File: src/rtl/core/unsigned_divider_with_remainder_macros.svh
// Assertion macros for the unsigned divider.
// Needs a clock named clk and an active-low reset named rst_n in the including scope.
`ifndef UNSIGNED_DIVIDER_WITH_REMAINDER_MACROS_SVH
`define UNSIGNED_DIVIDER_WITH_REMAINDER_MACROS_SVH

`ifndef SYNTHESIS
// Same-cycle implication
`define UDIV_ASSERT_NOW(label, ante, cons) \
    label: assert property (@(posedge clk) disable iff (!rst_n) (ante) |-> (cons)) \
        else $error("udiv assertion failed");
// Next-cycle implication
`define UDIV_ASSERT_NEXT(label, ante, cons) \
    label: assert property (@(posedge clk) disable iff (!rst_n) (ante) |=> (cons)) \
        else $error("udiv assertion failed");
`else
`define UDIV_ASSERT_NOW(label, ante, cons)
`define UDIV_ASSERT_NEXT(label, ante, cons)
`endif

`endif

File: src/rtl/core/udiv_pkg.sv
// Shared types and constants for the unsigned divider.
// No dependencies; imported by the controller, datapath and top level.
`default_nettype none

package udiv_pkg;

    // Default operand width
    localparam int DATA_WIDTH_DEF = 32;

    // Controller states
    typedef enum logic [1:0] {
        ST_IDLE,
        ST_RUN,
        ST_HOLD
    } udiv_state_t;

    // Commands from controller to datapath
    typedef struct packed {
        logic load;       // capture operands, clear partial remainder
        logic step;       // one shift-subtract iteration
        logic emit;       // load the output register
        logic emit_held;  // emit from the held registers, not the step result
    } udiv_cmd_t;

    // Status from datapath to controller
    typedef struct packed {
        logic last;       // current step is the final one
    } udiv_stat_t;

endpackage

`default_nettype wire

File: src/rtl/core/unsigned_divider_with_remainder.sv
// Unsigned divider with remainder, radix-2 restoring, one quotient bit per cycle.
// The single shift-subtract unit takes no new word until the current one is through.
// The next word is accepted while a finished result waits in the output register.
// A zero divisor flags tuser and gives all-ones quotient, remainder = dividend.
// Reset (rst_n, async, active low) clears control state only; no clearing pass.
`default_nettype none

`include "unsigned_divider_with_remainder_macros.svh"

module unsigned_divider_with_remainder #(
    parameter int DATA_WIDTH = udiv_pkg::DATA_WIDTH_DEF
) (
    input  wire logic                                   clk,
    input  wire logic                                   rst_n,
    input  wire logic                                   s_axis_tvalid,
    output logic                                        s_axis_tready,
    // numerator, denominator
    input  wire logic [((2*DATA_WIDTH+7)/8)*8-1:0]      s_axis_tdata,
    output logic                                        m_axis_tvalid,
    input  wire logic                                   m_axis_tready,
    // quotient, remainder
    output logic      [((2*DATA_WIDTH+7)/8)*8-1:0]      m_axis_tdata,
    // zero_divisor
    output logic                                        m_axis_tuser
);
    import udiv_pkg::*;

    localparam int TDATA_W = ((2*DATA_WIDTH+7)/8)*8;

    udiv_cmd_t             cmd;
    udiv_stat_t            stat;
    logic [DATA_WIDTH-1:0] quotient;
    logic [DATA_WIDTH-1:0] remainder;

    udiv_ctrl u_ctrl (
        .clk       (clk),
        .rst_n     (rst_n),
        .in_valid  (s_axis_tvalid),
        .in_ready  (s_axis_tready),
        .out_valid (m_axis_tvalid),
        .out_ready (m_axis_tready),
        .stat      (stat),
        .cmd       (cmd)
    );

    udiv_dp #(
        .DATA_WIDTH (DATA_WIDTH)
    ) u_dp (
        .clk          (clk),
        .rst_n        (rst_n),
        .cmd          (cmd),
        .stat         (stat),
        .numerator    (s_axis_tdata[DATA_WIDTH-1:0]),
        .denominator  (s_axis_tdata[2*DATA_WIDTH-1:DATA_WIDTH]),
        .quotient     (quotient),
        .remainder    (remainder),
        .zero_divisor (m_axis_tuser)
    );

    // Pack output word, zero padded to whole bytes
    assign m_axis_tdata = TDATA_W'({remainder, quotient});

    // Busy for the whole iteration once a word is taken
    `UDIV_ASSERT_NEXT(a_busy_after_accept, s_axis_tvalid && s_axis_tready, !s_axis_tready)
    // Zero divisor result always carries the all-ones quotient
    `UDIV_ASSERT_NOW(a_zero_div_quotient, m_axis_tvalid && m_axis_tuser, quotient == '1)
    // Iteration only runs while the input side is closed
    `UDIV_ASSERT_NOW(a_step_only_running, cmd.step, !s_axis_tready)

endmodule

`default_nettype wire

File: src/rtl/core/udiv_dp.sv
// Datapath of the unsigned divider: operand registers, shift-subtract
// iteration, step counter and output register. Depends on udiv_pkg.
`default_nettype none

module udiv_dp #(
    parameter int DATA_WIDTH = 32
) (
    input  wire logic                  clk,
    input  wire logic                  rst_n,
    input  wire udiv_pkg::udiv_cmd_t   cmd,
    output udiv_pkg::udiv_stat_t       stat,
    input  wire logic [DATA_WIDTH-1:0] numerator,
    input  wire logic [DATA_WIDTH-1:0] denominator,
    output logic      [DATA_WIDTH-1:0] quotient,
    output logic      [DATA_WIDTH-1:0] remainder,
    output logic                       zero_divisor
);
    import udiv_pkg::*;

    localparam int CNT_W = (DATA_WIDTH > 1) ? $clog2(DATA_WIDTH) : 1;

    logic [DATA_WIDTH-1:0] div_reg;
    logic [DATA_WIDTH-1:0] quo_reg;
    logic [DATA_WIDTH-1:0] rem_reg;
    logic                  zero_reg;
    logic [CNT_W-1:0]      cnt_reg;
    logic [DATA_WIDTH-1:0] q_out_reg;
    logic [DATA_WIDTH-1:0] r_out_reg;
    logic                  z_out_reg;

    logic [DATA_WIDTH:0]   trial;
    logic [DATA_WIDTH:0]   diff;
    logic                  fits;
    logic [DATA_WIDTH-1:0] rem_step;
    logic [DATA_WIDTH-1:0] quo_step;

    // One restoring step: bring down the next dividend bit, try the subtract
    always_comb
    begin
        trial    = {rem_reg, quo_reg[DATA_WIDTH-1]};
        diff     = trial - {1'b0, div_reg};
        fits     = ~diff[DATA_WIDTH];
        rem_step = fits ? diff[DATA_WIDTH-1:0] : trial[DATA_WIDTH-1:0];
        quo_step = {quo_reg[DATA_WIDTH-2:0], fits};
    end

    assign stat.last = (cnt_reg == '0);

    // Working registers; a zero divisor falls out naturally as all-ones
    // quotient with the dividend left as remainder
    always_ff @(posedge clk)
    begin
        if (cmd.load)
        begin
            quo_reg  <= numerator;
            rem_reg  <= '0;
            div_reg  <= denominator;
            zero_reg <= (denominator == '0);
        end
        else if (cmd.step)
        begin
            quo_reg <= quo_step;
            rem_reg <= rem_step;
        end
    end

    // Step counter
    always_ff @(posedge clk or negedge rst_n)
    begin
        if (!rst_n)
        begin
            cnt_reg <= '0;
        end
        else if (cmd.load)
        begin
            cnt_reg <= CNT_W'(DATA_WIDTH - 1);
        end
        else if (cmd.step)
        begin
            cnt_reg <= cnt_reg - CNT_W'(1);
        end
    end

    // Output register
    always_ff @(posedge clk)
    begin
        if (cmd.emit)
        begin
            q_out_reg <= cmd.emit_held ? quo_reg : quo_step;
            r_out_reg <= cmd.emit_held ? rem_reg : rem_step;
            z_out_reg <= zero_reg;
        end
    end

    assign quotient     = q_out_reg;
    assign remainder    = r_out_reg;
    assign zero_divisor = z_out_reg;

endmodule

`default_nettype wire

File: src/rtl/core/udiv_ctrl.sv
// Controller of the unsigned divider: sequences load, iteration and
// output hand-off, and owns both handshakes. Depends on udiv_pkg.
`default_nettype none

module udiv_ctrl (
    input  wire logic                 clk,
    input  wire logic                 rst_n,
    input  wire logic                 in_valid,
    output logic                      in_ready,
    output logic                      out_valid,
    input  wire logic                 out_ready,
    input  wire udiv_pkg::udiv_stat_t stat,
    output udiv_pkg::udiv_cmd_t       cmd
);
    import udiv_pkg::*;

    udiv_state_t state_reg;
    udiv_state_t state_next;
    logic        out_valid_reg;
    logic        out_valid_next;
    logic        out_free;

    // Output register can take a word when empty or being drained
    assign out_free = ~out_valid_reg | out_ready;

    // Next state and commands
    always_comb
    begin
        state_next    = state_reg;
        cmd           = '0;
        in_ready      = 1'b0;
        case (state_reg)
            ST_IDLE:
            begin
                in_ready = 1'b1;
                if (in_valid)
                begin
                    cmd.load   = 1'b1;
                    state_next = ST_RUN;
                end
            end
            ST_RUN:
            begin
                cmd.step = 1'b1;
                if (stat.last)
                begin
                    if (out_free)
                    begin
                        cmd.emit   = 1'b1;
                        state_next = ST_IDLE;
                    end
                    else
                    begin
                        state_next = ST_HOLD;
                    end
                end
            end
            ST_HOLD:
            begin
                if (out_free)
                begin
                    cmd.emit      = 1'b1;
                    cmd.emit_held = 1'b1;
                    state_next    = ST_IDLE;
                end
            end
            default:
            begin
                state_next = ST_IDLE;
            end
        endcase
        out_valid_next = cmd.emit | (out_valid_reg & ~out_ready);
    end

    // State and output valid registers
    always_ff @(posedge clk or negedge rst_n)
    begin
        if (!rst_n)
        begin
            state_reg     <= ST_IDLE;
            out_valid_reg <= 1'b0;
        end
        else
        begin
            state_reg     <= state_next;
            out_valid_reg <= out_valid_next;
        end
    end

    assign out_valid = out_valid_reg;

endmodule

`default_nettype wire

File: config.mk
export PLATFORM = sky130hd
export DESIGN_NAME = unsigned_divider_with_remainder
export DESIGN_NICKNAME = d
export VERILOG_FILES = /design/src/rtl/core/udiv_pkg.sv /design/src/rtl/core/unsigned_divider_with_remainder.sv /design/src/rtl/core/udiv_dp.sv /design/src/rtl/core/udiv_ctrl.sv
export VERILOG_INCLUDE_DIRS = /design/src /design/src/rtl/core
export SDC_FILE = /design/constraint.sdc
export NUM_CORES = 1
export LEC_CHECK = 0
export BUFFER_PORTS_ARGS = -buffer_cell sky130_fd_sc_hd__buf_2
export CORE_MARGIN = 10
export CORE_UTILIZATION = 30
export DETAILED_ROUTE_END_ITERATION = 7
export SLEW_MARGIN = 40
export SYNTH_ARGS = -nofsm -noshare
export SYNTH_HDL_FRONTEND = slang
export SYNTH_HIERARCHICAL = 1
export SYNTH_SLANG_ARGS = --single-unit
File: constraint.sdc
create_clock -name clk -period 5.6 [get_ports clk]
set_input_delay 1.12 -clock clk [delete_from_list [all_inputs] [get_ports clk]]
set_output_delay 1.12 -clock clk [all_outputs]
set_load 0.01 [all_outputs]
==> results_dict.tcl <==
set metrics [dict create \
    status "completed" \
    num_vias 6327 \
    synth.distinct_cells 62 \
    initial_core_util 0.3058 \
    overflow 0 \
    rsz0062_at_grt "false" \
    worst_ir_drop_vdd_mv 0.2630 \
    crit_arrival_ps 4410 \
    skew_ps 14.89 \
    routed_wirelength_mm 22.53 \
    post_cts_buffers 0 \
    gr-usage-all-layers 0.1177 \
    antenna_found_initial 0 \
    finalHoldViolations 0 \
    synth_top_area_share 0.4273 \
    layout.cells.non_filler 1308 \
    area_growth_pct 18.64 \
    path_delay_family "compound AO/OA/AOI/OAI gates" \
    synthTopCellsByArea "edfxtp_1 (43%), mux2_2 (11%), dfxtp_1 (7.0%)" \
    fin_util 0.3628 \
    gp_congestion 0.8334 \
    synthArstFlopShare 0.04706 \
    mappedNetlistArea_mm2 0.009136 \
    design_area_mm2 0.01084 \
    die_area_mm2 0.03783 \
    layout-drive-gt1-share 0.3170 \
    syn_area_per_cell_um2 11.73 \
    rows 63 \
    maxCapViolCount 0 \
    finalCriticalPeriod_ps 4223 \
    cts_hold_buffers 0 \
    path_class "register to register" \
    tritoncts.num_buffers 17 \
    setup.worst_path.end_class "register" \
    syn_nets 886 \
    drtPass1Iterations 5 \
    port_buffers 134 \
    worstSkewPairLatency_ps 430 \
    hpwlAfterDp_mm 16.33 \
    core_area_mm2 0.02987 \
    report.final.slew_viol_count 0 \
    hp-class "register to register" \
    grt_pass1_vias 6443 \
    cp_slowest_cell "o31ai_4" \
    die_w_um 194.5 \
    wl_per_cell_um 17.23 \
    slew_headroom 0.4807 \
    cp-start-kind "register" \
    fin_nets 1012 \
    clk_pin_slew_ps 70 \
    clock-sinks 170 \
    postRouteAntennaNets 0 \
    slowest_delay_ps 490 \
    clockBufferDepth 2 \
    yosys.area.top_type "edfxtp_1" \
    ios 135 \
    finalSetupTns_ps 0 \
    die_h_um 194.5 \
    power_leakage_nw 4.290 \
    num_antenna_cells 0 \
    tritoncts "built" \
    synth_edf_count 130 \
    synth_cells 779 \
    fill_cells 2967 \
    drc_errors 0 \
    crit_fanout 17 \
    post-place-cells 1276 \
    tightest_slew_ps 773.4 \
    yosysMostFrequentCell "edfxtp_1" \
    viasPerCell 4.837 \
    ys.flop_type "edfxtp_1" \
    cp_num_buf_inv 2 \
    grt_pass1_wl_mm 36.31 \
    required_ps 5790 \
    synth_seq_cells 170 \
    p_total_mw 6.587 \
    fmax_mhz 236.8 \
    ys_warn_count 6 \
    fin_crit_sh 0.7541 \
    cts-resized-gates 0 \
    finalSetupViolCount 0 \
    ys_top_cells_by_count "edfxtp_1 (130), mux2_2 (89), nor2_1 (74), inv_1 (54), a21oi_1 (42)" \
    cts_root_buf "clkbuf_16" \
    grt_max_degree 47 \
    place_area_mm2 0.01026 \
    ys_seq_area_frac 0.5193 \
    initialDrtViolationCount 403 \
    powerDensity_mw_per_mm2 607.7 \
    htree_num_levels 4 \
    critical_path.cell_chain "inv_1, ha_1, fa_1, nand2b_1, a21oi_1, o21ai_1, a211oi_1, nor3_1, o31ai_4, xnor2_4, buf_4, mux2_4, mux2_2" \
]
[logic make-up (layout without fill, tap and decap cells)]
kind of cell	Yosys count	in the layout	synth area share
compound gates	145	145	0.1055
xor+xnor	35	35	0.03437
fa+ha+maj	39	39	0.05423
buf+inv	90	229	0.03903
flops	170	170	0.5193
mux	125	125	0.1597
simple gates	175	175	0.08792
[metrics by stage]
step	setup WS [ps]	hold slack, ps
final	1377	452.9
after global routing	1087	479.2
after global placement	1484	407.8
after CTS	1331	453.6
after floorplan	1223	400.3
after detailed placement	1363	426.1
[path summary, 6_finish.rpt]
path	from	end	slack (ps)	cells after the start
max	u_dp/quo_reg[31]	u_dp/remainder[16]	1380	13
min	u_dp/zero_reg	u_dp/zero_divisor	450	0
max reg2reg	u_dp/quo_reg[31]	u_dp/remainder[16]	1380	13
min reg2reg	u_dp/zero_reg	u_dp/zero_divisor	450	0
max in group asynchronous	rst_n	u_dp/cnt_reg[0]	4880	1
min in group asynchronous	rst_n	u_ctrl/out_valid	540	1
[layout make-up]
class / count / area, um^2 / area share
Sequential cell: 170 / 4745 / 0.4377
Multi-Input combinational cell: 519 / 4058 / 0.3744
Timing Repair Buffer: 143 / 770.7 / 0.07111
Tap cell: 390 / 488.0 / 0.04502
Clock buffer: 20 / 436.7 / 0.04029
Inverter: 54 / 202.7 / 0.01870
Clock inverter: 12 / 138.9 / 0.01281
[metal layers]
| metal | track usage | wire [um] | up-vias |
|---|---|---|---|
| met5 | 0 | 0 | - |
| met2 | 0.1801 | 10130 | 131 |
| met3 | 0.02736 | 859 | 15 |
| met1 | 0.1629 | 11330 | 3087 |
| li1 | - | - | 3094 |
| met4 | 0.02981 | 216 | 0 |
[where the power goes]
part           switching [mW]  internal [mW]  leakage, nW
Combinational            1.69           1.59         2.45
Clock                   0.509          0.663        0.270
Sequential              0.234           1.90         1.57
Total                    2.43           4.15         4.29
[layout by cell type, fill, tap and decap left out, types with 25 or more instances in the layout]
master / count
ha_1: 38
nand2_1: 40
edfxtp_1: 130
a21oi_1: 42
dfxtp_1: 32
o21ai_0: 25
buf_2: 134
nor2_1: 73
mux2_2: 89
o21a_1: 28
inv_1: 54
No activity file was read; power rests on OpenSTA's default activity.
